===== src/rtl/core/tdtb_pkg.sv =====
// Shared types, constants and command codes of the tick-driven timer bank.
package tdtb_pkg;

   localparam int NUM_TIMERS     = 8;
   localparam int TICK_PERIOD_MS = 1000;

   localparam int IDX_W = (NUM_TIMERS > 1) ? $clog2(NUM_TIMERS) : 1;
   localparam int CNT_W = $clog2(NUM_TIMERS + 1);

   localparam logic [31:0] COUNT_MAX = 32'hFFFF_FFFF;

   // floor(x / TICK_PERIOD_MS) == (x * DIV_MULT) >> DIV_SHIFT for every 32-bit x
   localparam int DIV_SHIFT  = 32 + $clog2(TICK_PERIOD_MS);
   localparam int DIV_MULT_W = 33;
   localparam int PROD_W     = 32 + DIV_MULT_W;
   localparam logic [DIV_MULT_W-1:0] DIV_MULT =
      DIV_MULT_W'(((64'd1 << DIV_SHIFT) + 64'(TICK_PERIOD_MS) - 64'd1) / 64'(TICK_PERIOD_MS));

   localparam int          CSR_ADDR_W    = 3;
   localparam logic [0:0]  CSR_TIMERS_USE = 1'b0;

   typedef enum logic [3:0] {
      OP_TICK          = 4'd0,
      OP_SET_TRIGGER   = 4'd1,
      OP_RESTART       = 4'd2,
      OP_STOP          = 4'd3,
      OP_PAUSE         = 4'd4,
      OP_RESUME        = 4'd5,
      OP_CLEAR_FLAG    = 4'd6,
      OP_CHECK         = 4'd7,
      OP_ONESHOT_START = 4'd8,
      OP_ONESHOT_CHECK = 4'd9
   } tdtb_op_type;

   typedef enum logic [1:0] {
      KIND_NOP  = 2'd0,
      KIND_TICK = 2'd1,
      KIND_CMD  = 2'd2
   } tdtb_kind_type;

   typedef struct packed {
      tdtb_kind_type kind;
      tdtb_op_type   op;
      logic [2:0]    timer_index;
      logic [31:0]   quotient;
   } tdtb_cmd_type;

   typedef enum logic [2:0] {
      ST_IDLE = 3'b001,
      ST_ADV  = 3'b010,
      ST_CMP  = 3'b100
   } tdtb_state_type;

endpackage


===== src/rtl/core/tdtb_if.sv =====
// Request and response channel interfaces of the timer bank.
interface tdtb_req_if;
   logic        valid;
   logic        ready;
   logic [3:0]  op;
   logic [2:0]  timer_index;
   logic [31:0] time_ms;

   modport source (output valid, output op, output timer_index, output time_ms,
                   input ready);
   modport sink   (input valid, input op, input timer_index, input time_ms,
                   output ready);
endinterface

interface tdtb_rsp_if;
   logic       valid;
   logic       ready;
   logic [7:0] fired_mask;
   logic       flag_out;

   modport source (output valid, output fired_mask, output flag_out, input ready);
   modport sink   (input valid, input fired_mask, input flag_out, output ready);
endinterface


===== src/rtl/core/tdtb_front.sv =====
// Front end: takes request beats, classifies them and scales time_ms to ticks.
module tdtb_front
   import tdtb_pkg::*;
(
   input  logic         clock,
   input  logic         reset,
   tdtb_req_if.sink     req_bus,
   output logic         push_valid,
   input  logic         push_ready,
   output tdtb_cmd_type push_cmd
);

   logic              s1_valid_ff, s1_valid_in;
   logic [3:0]        s1_op_ff, s1_op_in;
   logic [2:0]        s1_idx_ff, s1_idx_in;
   logic [31:0]       s1_ms_ff, s1_ms_in;
   logic [PROD_W-1:0] prod;
   logic              take;

   assign req_bus.ready = !s1_valid_ff || push_ready;
   assign take          = req_bus.valid && req_bus.ready;

   always_comb begin
      s1_valid_in = s1_valid_ff;
      s1_op_in    = s1_op_ff;
      s1_idx_in   = s1_idx_ff;
      s1_ms_in    = s1_ms_ff;
      if (push_valid && push_ready) begin
         s1_valid_in = 1'b0;
      end
      if (take) begin
         s1_valid_in = 1'b1;
         s1_op_in    = req_bus.op;
         s1_idx_in   = req_bus.timer_index;
         s1_ms_in    = req_bus.time_ms;
      end
   end

   always_ff @(posedge clock) begin
      if (reset) begin
         s1_valid_ff <= 1'b0;
      end else begin
         s1_valid_ff <= s1_valid_in;
      end
      s1_op_ff  <= s1_op_in;
      s1_idx_ff <= s1_idx_in;
      s1_ms_ff  <= s1_ms_in;
   end

   assign prod = PROD_W'(s1_ms_ff) * PROD_W'(DIV_MULT);

   always_comb begin
      push_cmd.op          = tdtb_op_type'(s1_op_ff);
      push_cmd.timer_index = s1_idx_ff;
      push_cmd.quotient    = 32'(prod >> DIV_SHIFT);
      if (push_cmd.op == OP_TICK) begin
         push_cmd.kind = KIND_TICK;
      end else if ((push_cmd.op inside {[OP_SET_TRIGGER:OP_ONESHOT_CHECK]}) &&
                   (32'(s1_idx_ff) < 32'(NUM_TIMERS))) begin
         push_cmd.kind = KIND_CMD;
      end else begin
         push_cmd.kind = KIND_NOP;
      end
   end

   assign push_valid = s1_valid_ff;

endmodule


===== src/rtl/core/tdtb_queue.sv =====
// Two-entry queue of classified commands between front and back end.
module tdtb_queue
   import tdtb_pkg::*;
(
   input  logic         clock,
   input  logic         reset,
   input  logic         in_valid,
   output logic         in_ready,
   input  tdtb_cmd_type in_cmd,
   output logic         out_valid,
   input  logic         out_ready,
   output tdtb_cmd_type out_cmd
);

   tdtb_cmd_type entry_ff [2];
   logic         wr_ptr_ff, wr_ptr_in;
   logic         rd_ptr_ff, rd_ptr_in;
   logic [1:0]   count_ff, count_in;
   logic         push, pop;

   assign in_ready  = (count_ff != 2'd2);
   assign out_valid = (count_ff != 2'd0);
   assign out_cmd   = entry_ff[rd_ptr_ff];
   assign push      = in_valid && in_ready;
   assign pop       = out_valid && out_ready;

   always_comb begin
      wr_ptr_in = push ? !wr_ptr_ff : wr_ptr_ff;
      rd_ptr_in = pop ? !rd_ptr_ff : rd_ptr_ff;
      count_in  = count_ff + 2'(push) - 2'(pop);
   end

   always_ff @(posedge clock) begin
      if (reset) begin
         wr_ptr_ff <= 1'b0;
         rd_ptr_ff <= 1'b0;
         count_ff  <= 2'd0;
      end else begin
         wr_ptr_ff <= wr_ptr_in;
         rd_ptr_ff <= rd_ptr_in;
         count_ff  <= count_in;
      end
      if (push) begin
         entry_ff[wr_ptr_ff] <= in_cmd;
      end
   end

endmodule


===== src/rtl/core/tdtb_back.sv =====
// Back end: timer state, tick walk over the timers and per-timer commands.
module tdtb_back
   import tdtb_pkg::*;
(
   input  logic         clock,
   input  logic         reset,
   input  logic [3:0]   timers_in_use,
   input  logic         cmd_valid,
   output logic         cmd_ready,
   input  tdtb_cmd_type cmd,
   tdtb_rsp_if.source   rsp_bus
);

   logic [31:0] tick_ff [NUM_TIMERS];
   logic [31:0] tick_in [NUM_TIMERS];
   logic [31:0] last_ff [NUM_TIMERS];
   logic [31:0] last_in [NUM_TIMERS];
   logic [31:0] trig_ff [NUM_TIMERS];
   logic [31:0] trig_in [NUM_TIMERS];
   logic [31:0] carry_ff [NUM_TIMERS];
   logic [31:0] carry_in [NUM_TIMERS];
   logic [NUM_TIMERS-1:0] wrap_ff, wrap_in;
   logic [NUM_TIMERS-1:0] flag_ff, flag_in;
   logic [NUM_TIMERS-1:0] run_ff, run_in;

   tdtb_state_type state_ff, state_in;
   logic [IDX_W-1:0] walk_ff, walk_in;
   logic [CNT_W-1:0] limit_ff, limit_in;
   logic [7:0]       mask_ff, mask_in;
   logic [31:0]      adv_tick_ff, adv_tick_in;
   logic [31:0]      adv_carry_ff, adv_carry_in;
   logic             adv_wrap_ff, adv_wrap_in;

   logic             rsp_valid_ff, rsp_valid_in;
   logic [7:0]       rsp_mask_ff, rsp_mask_in;
   logic             rsp_flag_ff, rsp_flag_in;

   logic             slot_free;
   logic             pop;
   logic [IDX_W-1:0] cidx;
   logic [CNT_W-1:0] use_cnt;
   logic             fire;

   assign slot_free = !rsp_valid_ff || rsp_bus.ready;
   assign cmd_ready = (state_ff == ST_IDLE) && slot_free;
   assign pop       = cmd_valid && cmd_ready;
   assign cidx      = IDX_W'(cmd.timer_index);
   assign use_cnt   = (32'(timers_in_use) > 32'(NUM_TIMERS)) ?
                      CNT_W'(NUM_TIMERS) : CNT_W'(timers_in_use);

   assign rsp_bus.valid      = rsp_valid_ff;
   assign rsp_bus.fired_mask = rsp_mask_ff;
   assign rsp_bus.flag_out   = rsp_flag_ff;

   always_comb begin
      adv_tick_in  = tick_ff[walk_ff];
      adv_carry_in = carry_ff[walk_ff];
      adv_wrap_in  = wrap_ff[walk_ff];
      if (run_ff[walk_ff]) begin
         if (wrap_ff[walk_ff]) begin
            adv_tick_in  = tick_ff[walk_ff] + 32'd1;
            adv_carry_in = carry_ff[walk_ff] + 32'd1;
         end else if (tick_ff[walk_ff] != COUNT_MAX) begin
            adv_tick_in = tick_ff[walk_ff] + 32'd1;
         end else begin
            adv_carry_in = 32'd0 - last_ff[walk_ff];
            adv_tick_in  = 32'd0;
            adv_wrap_in  = 1'b1;
         end
      end
   end

   assign fire = ((adv_tick_ff - last_ff[walk_ff]) >= trig_ff[walk_ff]) ||
                 (adv_wrap_ff && (adv_carry_ff >= trig_ff[walk_ff]));

   always_comb begin
      tick_in      = tick_ff;
      last_in      = last_ff;
      trig_in      = trig_ff;
      carry_in     = carry_ff;
      wrap_in      = wrap_ff;
      flag_in      = flag_ff;
      run_in       = run_ff;
      state_in     = state_ff;
      walk_in      = walk_ff;
      limit_in     = limit_ff;
      mask_in      = mask_ff;
      rsp_valid_in = rsp_valid_ff && !rsp_bus.ready;
      rsp_mask_in  = rsp_mask_ff;
      rsp_flag_in  = rsp_flag_ff;

      case (state_ff)
         ST_IDLE: begin
            if (pop) begin
               rsp_mask_in = 8'd0;
               rsp_flag_in = 1'b0;
               if (cmd.kind == KIND_TICK) begin
                  walk_in  = '0;
                  limit_in = use_cnt;
                  mask_in  = 8'd0;
                  if (use_cnt == '0) begin
                     rsp_valid_in = 1'b1;
                  end else begin
                     state_in = ST_ADV;
                  end
               end else begin
                  rsp_valid_in = 1'b1;
                  if (cmd.kind == KIND_CMD) begin
                     case (cmd.op)
                        OP_SET_TRIGGER: begin
                           trig_in[cidx] = (cmd.quotient != 32'd0) ? cmd.quotient : 32'd1;
                        end
                        OP_RESTART, OP_STOP, OP_ONESHOT_START: begin
                           tick_in[cidx]  = 32'd0;
                           last_in[cidx]  = 32'd0;
                           carry_in[cidx] = 32'd0;
                           wrap_in[cidx]  = 1'b0;
                           flag_in[cidx]  = 1'b0;
                           run_in[cidx]   = (cmd.op != OP_STOP);
                           if (cmd.op == OP_ONESHOT_START) begin
                              trig_in[cidx] = (cmd.quotient != 32'd0) ?
                                              cmd.quotient - 32'd1 : 32'd1;
                           end
                        end
                        OP_PAUSE:      run_in[cidx]  = 1'b0;
                        OP_RESUME:     run_in[cidx]  = 1'b1;
                        OP_CLEAR_FLAG: flag_in[cidx] = 1'b0;
                        OP_CHECK: begin
                           rsp_flag_in   = flag_ff[cidx];
                           flag_in[cidx] = 1'b0;
                        end
                        OP_ONESHOT_CHECK: begin
                           rsp_flag_in = flag_ff[cidx];
                           if (flag_ff[cidx]) begin
                              flag_in[cidx] = 1'b0;
                              run_in[cidx]  = 1'b0;
                           end
                        end
                        default: ;
                     endcase
                  end
               end
            end
         end
         ST_ADV: begin
            state_in = ST_CMP;
         end
         ST_CMP: begin
            tick_in[walk_ff] = adv_tick_ff;
            if (fire) begin
               flag_in[walk_ff]  = 1'b1;
               last_in[walk_ff]  = adv_tick_ff;
               wrap_in[walk_ff]  = 1'b0;
               carry_in[walk_ff] = 32'd0;
               mask_in           = mask_ff | (8'(1) << walk_ff);
            end else begin
               wrap_in[walk_ff]  = adv_wrap_ff;
               carry_in[walk_ff] = adv_carry_ff;
            end
            if ((CNT_W'(walk_ff) + CNT_W'(1)) == limit_ff) begin
               state_in     = ST_IDLE;
               rsp_valid_in = 1'b1;
               rsp_mask_in  = mask_in;
            end else begin
               walk_in  = walk_ff + IDX_W'(1);
               state_in = ST_ADV;
            end
         end
         default: state_in = ST_IDLE;
      endcase
   end

   always_ff @(posedge clock) begin
      if (reset) begin
         for (int i = 0; i < NUM_TIMERS; i++) begin
            tick_ff[i]  <= 32'd0;
            last_ff[i]  <= 32'd0;
            trig_ff[i]  <= 32'd0;
            carry_ff[i] <= 32'd0;
         end
         wrap_ff      <= '0;
         flag_ff      <= '0;
         run_ff       <= '0;
         state_ff     <= ST_IDLE;
         rsp_valid_ff <= 1'b0;
      end else begin
         tick_ff      <= tick_in;
         last_ff      <= last_in;
         trig_ff      <= trig_in;
         carry_ff     <= carry_in;
         wrap_ff      <= wrap_in;
         flag_ff      <= flag_in;
         run_ff       <= run_in;
         state_ff     <= state_in;
         rsp_valid_ff <= rsp_valid_in;
      end
      walk_ff      <= walk_in;
      limit_ff     <= limit_in;
      mask_ff      <= mask_in;
      adv_tick_ff  <= adv_tick_in;
      adv_carry_ff <= adv_carry_in;
      adv_wrap_ff  <= adv_wrap_in;
      rsp_mask_ff  <= rsp_mask_in;
      rsp_flag_ff  <= rsp_flag_in;
   end

endmodule


===== src/rtl/core/tick_driven_timer_bank_top.sv =====
// Top level of the tick-driven timer bank: front end, queue, back end, CSR.
//
// Request beats (op, timer_index, time_ms) enter on req_bus; one response beat
// (fired_mask, flag_out) leaves on rsp_bus per request, in request order.
// The front end registers a beat, divides time_ms by the tick period with a
// reciprocal multiply and pushes the classified command into a 2-entry queue.
// A command is handled in the back end's idle state; a tick walks the timers
// below timers_in_use (capped at NUM_TIMERS), each in an advance state and
// then a compare-and-update state. The tick walk sets the sustained rate.
// The timers_in_use register is written over the APB-style csr_ port at byte
// addresses 0 to 3 (paddr bit 2 clear); addresses 4 to 7 read zero and ignore writes.
// Reset clears all timer state, the register and the queue at once.
// A stalled response holds in its output register; the front end and queue
// keep taking up to three more beats before req_bus.ready drops.
module tick_driven_timer_bank_top
   import tdtb_pkg::*;
(
   input  logic                  clock,
   input  logic                  reset,
   tdtb_req_if.sink              req_bus,
   tdtb_rsp_if.source            rsp_bus,
   input  logic                  csr_psel,
   input  logic                  csr_penable,
   input  logic                  csr_pwrite,
   input  logic [CSR_ADDR_W-1:0] csr_paddr,
   input  logic [31:0]           csr_pwdata,
   output logic [31:0]           csr_prdata,
   output logic                  csr_pready
);

   logic [3:0]   tiu_ff, tiu_in;
   logic         push_valid, push_ready;
   tdtb_cmd_type push_cmd;
   logic         pop_valid, pop_ready;
   tdtb_cmd_type pop_cmd;

   assign csr_pready = 1'b1;
   assign csr_prdata = (csr_paddr[2] == CSR_TIMERS_USE) ? {28'd0, tiu_ff} : 32'd0;

   always_comb begin
      tiu_in = tiu_ff;
      if (csr_psel && csr_penable && csr_pwrite && (csr_paddr[2] == CSR_TIMERS_USE)) begin
         tiu_in = csr_pwdata[3:0];
      end
   end

   always_ff @(posedge clock) begin
      if (reset) begin
         tiu_ff <= 4'd0;
      end else begin
         tiu_ff <= tiu_in;
      end
   end

   tdtb_front u_front (
      .clock      (clock),
      .reset      (reset),
      .req_bus    (req_bus),
      .push_valid (push_valid),
      .push_ready (push_ready),
      .push_cmd   (push_cmd)
   );

   tdtb_queue u_queue (
      .clock     (clock),
      .reset     (reset),
      .in_valid  (push_valid),
      .in_ready  (push_ready),
      .in_cmd    (push_cmd),
      .out_valid (pop_valid),
      .out_ready (pop_ready),
      .out_cmd   (pop_cmd)
   );

   tdtb_back u_back (
      .clock         (clock),
      .reset         (reset),
      .timers_in_use (tiu_ff),
      .cmd_valid     (pop_valid),
      .cmd_ready     (pop_ready),
      .cmd           (pop_cmd),
      .rsp_bus       (rsp_bus)
   );

endmodule

===== src/flat_wrapper.sv =====
// flat-port wrapper written by rule: the top's interface ports become plain ports
module tick_driven_timer_bank_top_flat import tdtb_pkg::*;
  (clock, reset, csr_psel, csr_penable, csr_pwrite, csr_paddr, csr_pwdata, csr_prdata, csr_pready, req_bus_valid, req_bus_op, req_bus_timer_index, req_bus_time_ms, req_bus_ready, rsp_bus_valid, rsp_bus_fired_mask, rsp_bus_flag_out, rsp_bus_ready);
  tdtb_req_if req_bus_i ();
  tdtb_rsp_if rsp_bus_i ();
  input  logic clock;
  input  logic reset;
  input  logic csr_psel;
  input  logic csr_penable;
  input  logic csr_pwrite;
  input  logic [CSR_ADDR_W-1:0] csr_paddr;
  input  logic [31:0] csr_pwdata;
  output logic [31:0] csr_prdata;
  output logic csr_pready;
  input wire logic [$bits(req_bus_i.valid)-1:0] req_bus_valid;
  input wire logic [$bits(req_bus_i.op)-1:0] req_bus_op;
  input wire logic [$bits(req_bus_i.timer_index)-1:0] req_bus_timer_index;
  input wire logic [$bits(req_bus_i.time_ms)-1:0] req_bus_time_ms;
  output wire logic [$bits(req_bus_i.ready)-1:0] req_bus_ready;
  output wire logic [$bits(rsp_bus_i.valid)-1:0] rsp_bus_valid;
  output wire logic [$bits(rsp_bus_i.fired_mask)-1:0] rsp_bus_fired_mask;
  output wire logic [$bits(rsp_bus_i.flag_out)-1:0] rsp_bus_flag_out;
  input wire logic [$bits(rsp_bus_i.ready)-1:0] rsp_bus_ready;
  assign req_bus_i.valid = req_bus_valid;
  assign req_bus_i.op = req_bus_op;
  assign req_bus_i.timer_index = req_bus_timer_index;
  assign req_bus_i.time_ms = req_bus_time_ms;
  assign req_bus_ready = req_bus_i.ready;
  assign rsp_bus_valid = rsp_bus_i.valid;
  assign rsp_bus_fired_mask = rsp_bus_i.fired_mask;
  assign rsp_bus_flag_out = rsp_bus_i.flag_out;
  assign rsp_bus_i.ready = rsp_bus_ready;
  tick_driven_timer_bank_top u_core (.clock(clock), .reset(reset), .req_bus(req_bus_i), .rsp_bus(rsp_bus_i), .csr_psel(csr_psel), .csr_penable(csr_penable), .csr_pwrite(csr_pwrite), .csr_paddr(csr_paddr), .csr_pwdata(csr_pwdata), .csr_prdata(csr_prdata), .csr_pready(csr_pready));
endmodule

===== config.mk =====
export PLATFORM = sky130hd
export DESIGN_NAME = tick_driven_timer_bank_top_flat
export DESIGN_NICKNAME = d
export VERILOG_FILES = /design/src/rtl/core/tdtb_pkg.sv /design/src/rtl/core/tdtb_if.sv /design/src/rtl/core/tdtb_front.sv /design/src/rtl/core/tdtb_queue.sv /design/src/rtl/core/tdtb_back.sv /design/src/rtl/core/tick_driven_timer_bank_top.sv /design/src/flat_wrapper.sv
export SDC_FILE = /design/constraint.sdc
export NUM_CORES = 2
export LEC_CHECK = 0
export ABC_CLOCK_PERIOD_IN_PS = 10200
export BUFFER_PORTS_ARGS = -buffer_cell sky130_fd_sc_hd__buf_2
export CAP_MARGIN = 10
export CELL_PAD_IN_SITES_DETAIL_PLACEMENT = 1
export CELL_PAD_IN_SITES_GLOBAL_PLACEMENT = 1
export CORE_UTILIZATION = 40
export CTS_BUF_LIST = sky130_fd_sc_hd__clkbuf_8 sky130_fd_sc_hd__clkbuf_16
export DETAILED_ROUTE_END_ITERATION = 10
export PLACE_DENSITY_LB_ADDON = 0.1
export SKIP_CTS_REPAIR_TIMING = 1
export SYNTH_ARGS = -nofsm -noshare
export SYNTH_HDL_FRONTEND = slang
export SYNTH_SLANG_ARGS = --single-unit

===== constraint.sdc =====
create_clock -name clock -period 10.2 [get_ports clock]
set_input_delay 1.53 -clock clock [delete_from_list [all_inputs] [get_ports clock]]
set_output_delay 1.53 -clock clock [all_outputs]
set_load 0.05 [all_outputs]

* Yosys cells after proc, flatten, opt, wreduce, memory -nomap -nowiden
Memories as Yosys holds them, arrays and structs flattened. A register that Yosys moved wholly into a read port is not among the register bits.
Index checks and enable logic that the tools add are counted.
** Storage, ports and cells
- Flip-flop bits (word level) :: 1189
- RAM bits :: 64
- Bits of input ports :: 81
- Output and inout bits :: 44
- Word-level logic and storage cells :: 284
- Memories kept :: 1
** Operators by class
- $add $sub $neg :: 9
- Multipliers :: 1
- $lt $le $gt $ge :: 13
- Equal/unequal tests :: 31
- Shifts and indexed selects :: 1
- Mux-type cells :: 109
- Bitwise gates (word level) :: 21
- Reductions and logical operators :: 45
** Memory list
- u_core.u_queue.entry_ff :: depth 2, bits a word 32, rd ports 1, clocked after Yosys merged registers in 1, write ports 1, line tdtb_queue.sv:15 : tdtb_cmd_type entry_ff [2];
** Operators with widths (count)
- two-way mux 256 bit :: 15
- case mux 256 bit (2 select lines) :: 4
- bitwise mux 256 bit :: 5
- bitwise AND 256 bit :: 4
- two-way mux 32 bit :: 18
- inverter 256 bit :: 2
- binary-select mux 32 bit (select 3 bit) :: 4
- demux 32 bit (select 3 bit) :: 2
- two-way mux 8 bit :: 16
- case mux 8 bit (2 select lines) :: 5
- adder 32 x 1 -> 32 bit, second input constant :: 2
- greater-or-equal comparator 32 bit :: 2
- multiplier 32 x 29 -> 61 bit, second input constant :: 1
- bitwise AND 8 bit :: 4
- != test 32 bit, second input constant :: 1
- case mux 8 bit (4 select lines) :: 1
- nonzero test 32 bit :: 1
- subtractor 1 x 32 -> 32 bit, first input constant :: 1
- subtractor 32 x 1 -> 32 bit, second input constant :: 1
- subtractor 32 bit :: 1
- bitwise OR 8 bit :: 3
- two-way mux 1 bit :: 18
- two-way mux 3 bit :: 6
- AND reduction 6 bit :: 3
- other kinds (52) :: 110

* Logic depth before layout (Yosys ltp)
- Depth in word-level cells :: 12
- Gate-level depth with buffers :: 33
- Depth with buffers taken out :: 24

* Modules after synthesis
A second synthesis with hierarchy kept.
** Unflattened totals
- Cell total of the unflattened synthesis :: 7601
- Area, all modules :: 71888.9 um^2
** Modules (own cells, without submodules)
- tdtb_back :: times used 1, cells an instance 5832, area an instance 52332.7 um^2, sequential area each 23082.1 um^2
- tdtb_front :: times used 1, cells an instance 1559, area an instance 15886.5 um^2, sequential area each 1191.1 um^2
- tdtb_queue :: times used 1, cells an instance 157, area an instance 3218.1 um^2, sequential area each 2562.5 um^2
- tick_driven_timer_bank_top :: times used 1, cells an instance 53, area an instance 451.7 um^2, sequential area each 80.1 um^2

* Worst setup path after synthesis
OpenSTA, ideal clock, no wires.
- Kind :: reg-to-reg
- Start :: register u_core.u_back.walk_ff[0]
- End :: register u_core.u_back.last_ff[86] in the netlist's numbering
- Library setup time :: 0.092 ns
- Arrival :: 6.960 ns
- Required time :: 10.108 ns
- Slack :: 3.148 ns
- Stages on the path, launching flop included :: 32
- Path buffers :: 10
- Period minus slack after synthesis :: 7.052 ns
- Path through :: edfxtp_1 > buf_4 > buf_6 > buf_6 > buf_6 > buf_4 > buf_4 > buf_4 > mux4_2 > mux2i_1 > ha_1 > and4_1 > or4b_2 > a21o_1 > a21oi_1 > a31oi_1 > o311ai_0 > a31o_2 > a21oi_1 > xnor2_1 > ha_1 > nand3_1 > nor2_1 > a211oi_1 > a21oi_1 > a2111o_1 > a211oi_1 > clkbuf_1 > buf_2 > a21oi_1 > clkbuf_1 > o32ai_1
** Between the ends
- Cells in the longest elaborated chain, start to end :: 9
- Elaborated cells between the ends (all ways) :: 22
- Classes of those cells :: 1 x add/sub; 4 x order compare; 1 x eq/ne; 11 x mux; 1 x bitwise; 4 x reduce/logical
** Ends and longest elaborated chain
- from (decl) :: line tdtb_back.sv:27 : logic [IDX_W-1:0] walk_ff, walk_in;
- from (signal assigned) :: line tdtb_back.sv:197 : walk_ff <= walk_in;
- inverter 3 -> 4 bit (implied by the code) (*) :: line tdtb_back.sv:73, tdtb_back.sv:74, tdtb_back.sv:152
- binary-select mux 32 bit (select 3 bit) (on tied branches) :: line tdtb_back.sv:73, tdtb_back.sv:74
- two-way mux 32 bit (on tied branches) (2 in series) :: line tdtb_back.sv:73, tdtb_back.sv:74
- subtractor 32 bit or greater-or-equal comparator 32 bit (tied branches) :: line tdtb_back.sv:73, tdtb_back.sv:74
- greater-or-equal comparator 32 bit or logical AND 1 bit (tied branches) :: line tdtb_back.sv:73, tdtb_back.sv:74
- logical OR 1 bit :: line tdtb_back.sv:73 : assign fire = ((adv_tick_ff - last_ff[walk_ff]) >= trig_ff[walk_ff]) ||
- != test 2 bit (no line)
- AND reduction 6 bit (no line)
- to (signal assigned) :: line tdtb_back.sv:188 : last_ff <= last_in;
- to (decl) :: line tdtb_back.sv:16 : logic [31:0] last_ff [NUM_TIMERS];
Mark *: on every way between the ends. The rest lies on a longest branch, timed or not. The select of a mux whose other input is x is not followed.
A chain may end at the register's enable or synchronous reset.

* Worst setup path after layout
- Start :: register u_core.u_back.walk_ff[1]
- End :: register u_core.u_back.last_ff[161] in the netlist's numbering
Same word-level chain as after synthesis.

==> flow_metrics.env <==
export IMPL_irDropWorstVdd_mv=0.635
export IMPL_wirelength_um=265000
export IMPL_holdPathEnd="u_core.u_back.carry_ff[226]$_SDFFE_PP0P_"
export IMPL_total_leakage_power_uw=0.0306
export IMPL_ys_flop_type="dfxtp_1"
export IMPL_cp_start_kind="flop"
export IMPL_seq_power_share_pct=21.7
export IMPL_p_int_uw=14400
export IMPL_combPwrFrac_pct=57.4
export IMPL_r2r_end="u_core.u_back.last_ff[161]$_SDFFE_PP0P_"
export IMPL_layout_drive_gt1_share_pct=10.3
export IMPL_via_count=56593
export IMPL_worst_r2r_setup_slack_ns=1.39
export IMPL_nNetsFinal=8001
export IMPL_status="completed"
export IMPL_reg2reg_from="u_core.u_back.walk_ff[1]$_SDFFCE_PN0P_"
export IMPL_synth_most_common_cell="dfxtp_1"
export IMPL_placementRows=152
export IMPL_syn_area_um2=69100
export IMPL_cp_required_ns=10.93
export IMPL_synth_cells=7207
export IMPL_grt_pass1_vias=58472
export IMPL_crit_buf_inv=3
export IMPL_ys_top_cells_by_area="dfxtp_1, ha_1, fa_1"
export IMPL_cts_tree="done"
export IMPL_seq_area_frac_synth_pct=38.2
export IMPL_ys_ff_latch=1254
export IMPL_synth_edf_count=127
export IMPL_power_density_nw_per_um2=339
export IMPL_hold_violations=0
export IMPL_clkTransAtPathRegs_ns=0.06
export IMPL_drc=0
export IMPL_clockBufferDepth=3
export IMPL_ctsHtreeMaxLevel=4
export IMPL_path_depth=24
export IMPL_yosys_warnings=0
export IMPL_antenna_found_initial=8
export IMPL_fin_cells=9565
export IMPL_synth_async_reset_ratio_pct=0
export IMPL_grt_max_degree=98
export IMPL_arrival_ns=9.54
export IMPL_yosysUniqueCellTypes=101
export IMPL_fmax_mhz=114
export IMPL_wire_per_inst_um=27.7
export IMPL_grt_use_total_pct=30.0
export IMPL_dpl_cell_count=9285
export IMPL_pwr_share_clk_pct=20.9
export IMPL_max_stage_delay_ns=0.96
export IMPL_rr_worst_depth=24
export IMPL_crit_type="reg2reg"
export IMPL_die_y_um=418
export IMPL_synth_common_cells="dfxtp_1, nand2_1, inv_1"
export IMPL_slew_viol_final=0
export IMPL_die_w_um=418
export IMPL_dp_hpwl_um=175000
export IMPL_holdCritPathClass="reg2reg"
export IMPL_globalplace_congestion=0.873
export IMPL_ctsRootBufferMaster="clkbuf_16"
export IMPL_worst_path_dominant_cell_family="compound AO/OA/AOI/OAI gates"
export IMPL_synth_top_area_share_pct=32.7
export IMPL_grt_first_pass_wirelength_um=391000
export IMPL_core_um2=172000
export IMPL_cp_max_fo=43
export IMPL_die_area_um2=174000
export IMPL_switchingPower_uw=11700
export IMPL_io_buffer_count=65
export IMPL_fin_crit_ns=8.81
export IMPL_cts_sinks=1254
export IMPL_slew_headroom_pct=12.5
export IMPL_synth_top_area_cell="dfxtp_1"
export IMPL_numCtsBuffers=148
export IMPL_swShare_pct=44.8
export IMPL_avgSynthCellArea_um2=9.59
export IMPL_first_pass_iters=5
export IMPL_final_setup_skew_ns=0.0695
export IMPL_finalSetupViolCount=0
export IMPL_rsz0062_at_grt="no"
export IMPL_hold_depth=2
export IMPL_fin_setup_tns_ns=0
export IMPL_min_from="u_core.u_back.carry_ff[226]$_SDFFE_PP0P_"
export IMPL_min_period_over_period_pct=86.3
export IMPL_maxCapViolations=0
export IMPL_via_per_inst=5.92
export IMPL_worst_pin_slew_ns=1.31
export IMPL_grt_overflow=0
export IMPL_syn_to_final_growth_pct=11.2
export IMPL_num_io_pins=125
export IMPL_worstPathCellList="buf_4, mux4_2, mux2i_1, ha_1, o21ai_0, or4b_2, a21o_1, a21oi_1, a31oi_1, o311ai_0, a31o_2, a21oi_1, xnor2_1, ha_1, nand3_1, nor2_1, a211oi_1, a21oi_1, a2111o_1, a211oi_4, buf_4, a31o_2, buf_4, a22o_1"
export IMPL_initial_core_util_pct=40.3
export IMPL_final_antenna_net_count=0
export IMPL_crit_slowest_cell="edfxtp_1"
export IMPL_drtIter0Drc=4802
export IMPL_worstSkewPairLatency_ns=0.85
export IMPL_endpoint_kind="flop"
-- sequential cells by signal, summed over array words and instances (netlist names), 32 cells and up, named ones only --
register                    cells
u_core.u_back.carry_ff        256
u_core.u_back.last_ff         256
u_core.u_back.tick_ff         256
u_core.u_back.trig_ff         256
u_core.u_queue.entry_ff        64
u_core.u_back.adv_carry_ff     32
u_core.u_back.adv_tick_ff      32
u_core.u_front.s1_ms_ff        32
-- per-stage QoR --
stage / area [um2] / power (uW) / hold WS, ns / setup slack (ns) / util, %
after floorplan: 69200 / 16200 / 0.416 / 3.15 / -
after global placement: 71900 / 20300 / 0.427 / 1.72 / 41.9
after detailed placement: 71900 / 20600 / 0.442 / 1.61 / 41.9
after CTS: 76800 / 26200 / 0.451 / 1.54 / 44.8
after global routing: 76900 / 28200 / 0.469 / 1.10 / 44.8
final: 76900 / 26100 / 0.448 / 1.39 / 44.8
-- power groups by stage --
stage | registers, uW | logic (uW) | clock network, uW
3_5_place_dp | 5770 | 14800 | 0
2_1_floorplan | 5740 | 10400 | 0
6_report | 5660 | 15000 | 5440
5_1_grt | 5670 | 16800 | 5730
4_1_cts | 5660 | 15000 | 5530
3_3_place_gp | 5760 | 14500 | 0
-- worst min-delay path, stage by stage, from the launching register on --
cell,delay (ns)
dfxtp_1,0.32
nand2_1,0.04
o21ai_0,0.05
-- kinds of logic (layout without fill, tap and decap cells) --
family	after synthesis	count (layout)	share of synthesized area, %
fa+ha+maj	795	795	17.6
compound gates	1804	1804	18.2
buf+inv	1163	1177	7.01
simple gates	1748	1748	11.1
mux	305	305	6.08
flops	1254	1254	38.2
xor+xnor	136	136	1.72
other cells	2	36	0.0109
-- layout make-up --
type	instances	area, um2
antenna	7	17.5
timing repair buffer	242	1700
inverter	662	2490
fill	19245	94700
clock buffer	180	4190
multi-input combinational	4817	38400
tap	2310	2890
clock inverter	93	793
sequential	1254	26400
-- routing by layer --
layer,up-vias,track usage (%),routed length (um)
li1,25207,-,-
met1,29404,42.2,123000
met2,1612,47.8,120000
met3,368,4.40,15000
met4,2,8.68,7260
met5,-,0,13
-- cell usage in the layout (no fill, tap or decap), types with 32 or more instances in the layout --
master and n:
clkinv_2 32, clkbuf_16 152, mux4_2 78, nor3_1 45
mux2i_1 162, edfxtp_1 127, a21o_1 66, a22oi_1 318
xor2_1 56, o22ai_1 37, buf_4 174, a22o_1 275
nand2_1 826, a221oi_1 97, dfxtp_1 1126, ha_1 496
and3_1 52, nor2_1 466, xnor2_1 80, o32ai_1 96
a21oi_1 391, o21ai_0 279, inv_1 690, fa_1 299
nand3_1 79, buf_2 64, mux2_2 58
-- worst max path at each step --
stage / slack, ns / endpoint / from
3_5_place_dp: 1.61 / u_core.u_back.last_ff[168]$_SDFFE_PP0P_ / u_core.u_back.walk_ff[1]$_SDFFCE_PN0P_
6_report: 1.39 / u_core.u_back.last_ff[161]$_SDFFE_PP0P_ / u_core.u_back.walk_ff[1]$_SDFFCE_PN0P_
3_3_place_gp: 1.72 / u_core.u_back.last_ff[171]$_SDFFE_PP0P_ / u_core.u_back.walk_ff[1]$_SDFFCE_PN0P_
2_1_floorplan: 3.15 / u_core.u_back.last_ff[86]$_SDFFE_PP0P_ / u_core.u_back.walk_ff[0]$_SDFFCE_PN0P_
5_1_grt: 1.10 / u_core.u_back.last_ff[160]$_SDFFE_PP0P_ / u_core.u_back.walk_ff[1]$_SDFFCE_PN0P_
4_1_cts: 1.54 / u_core.u_back.last_ff[163]$_SDFFE_PP0P_ / u_core.u_back.walk_ff[1]$_SDFFCE_PN0P_
No activity file was read; power rests on OpenSTA's default activity.
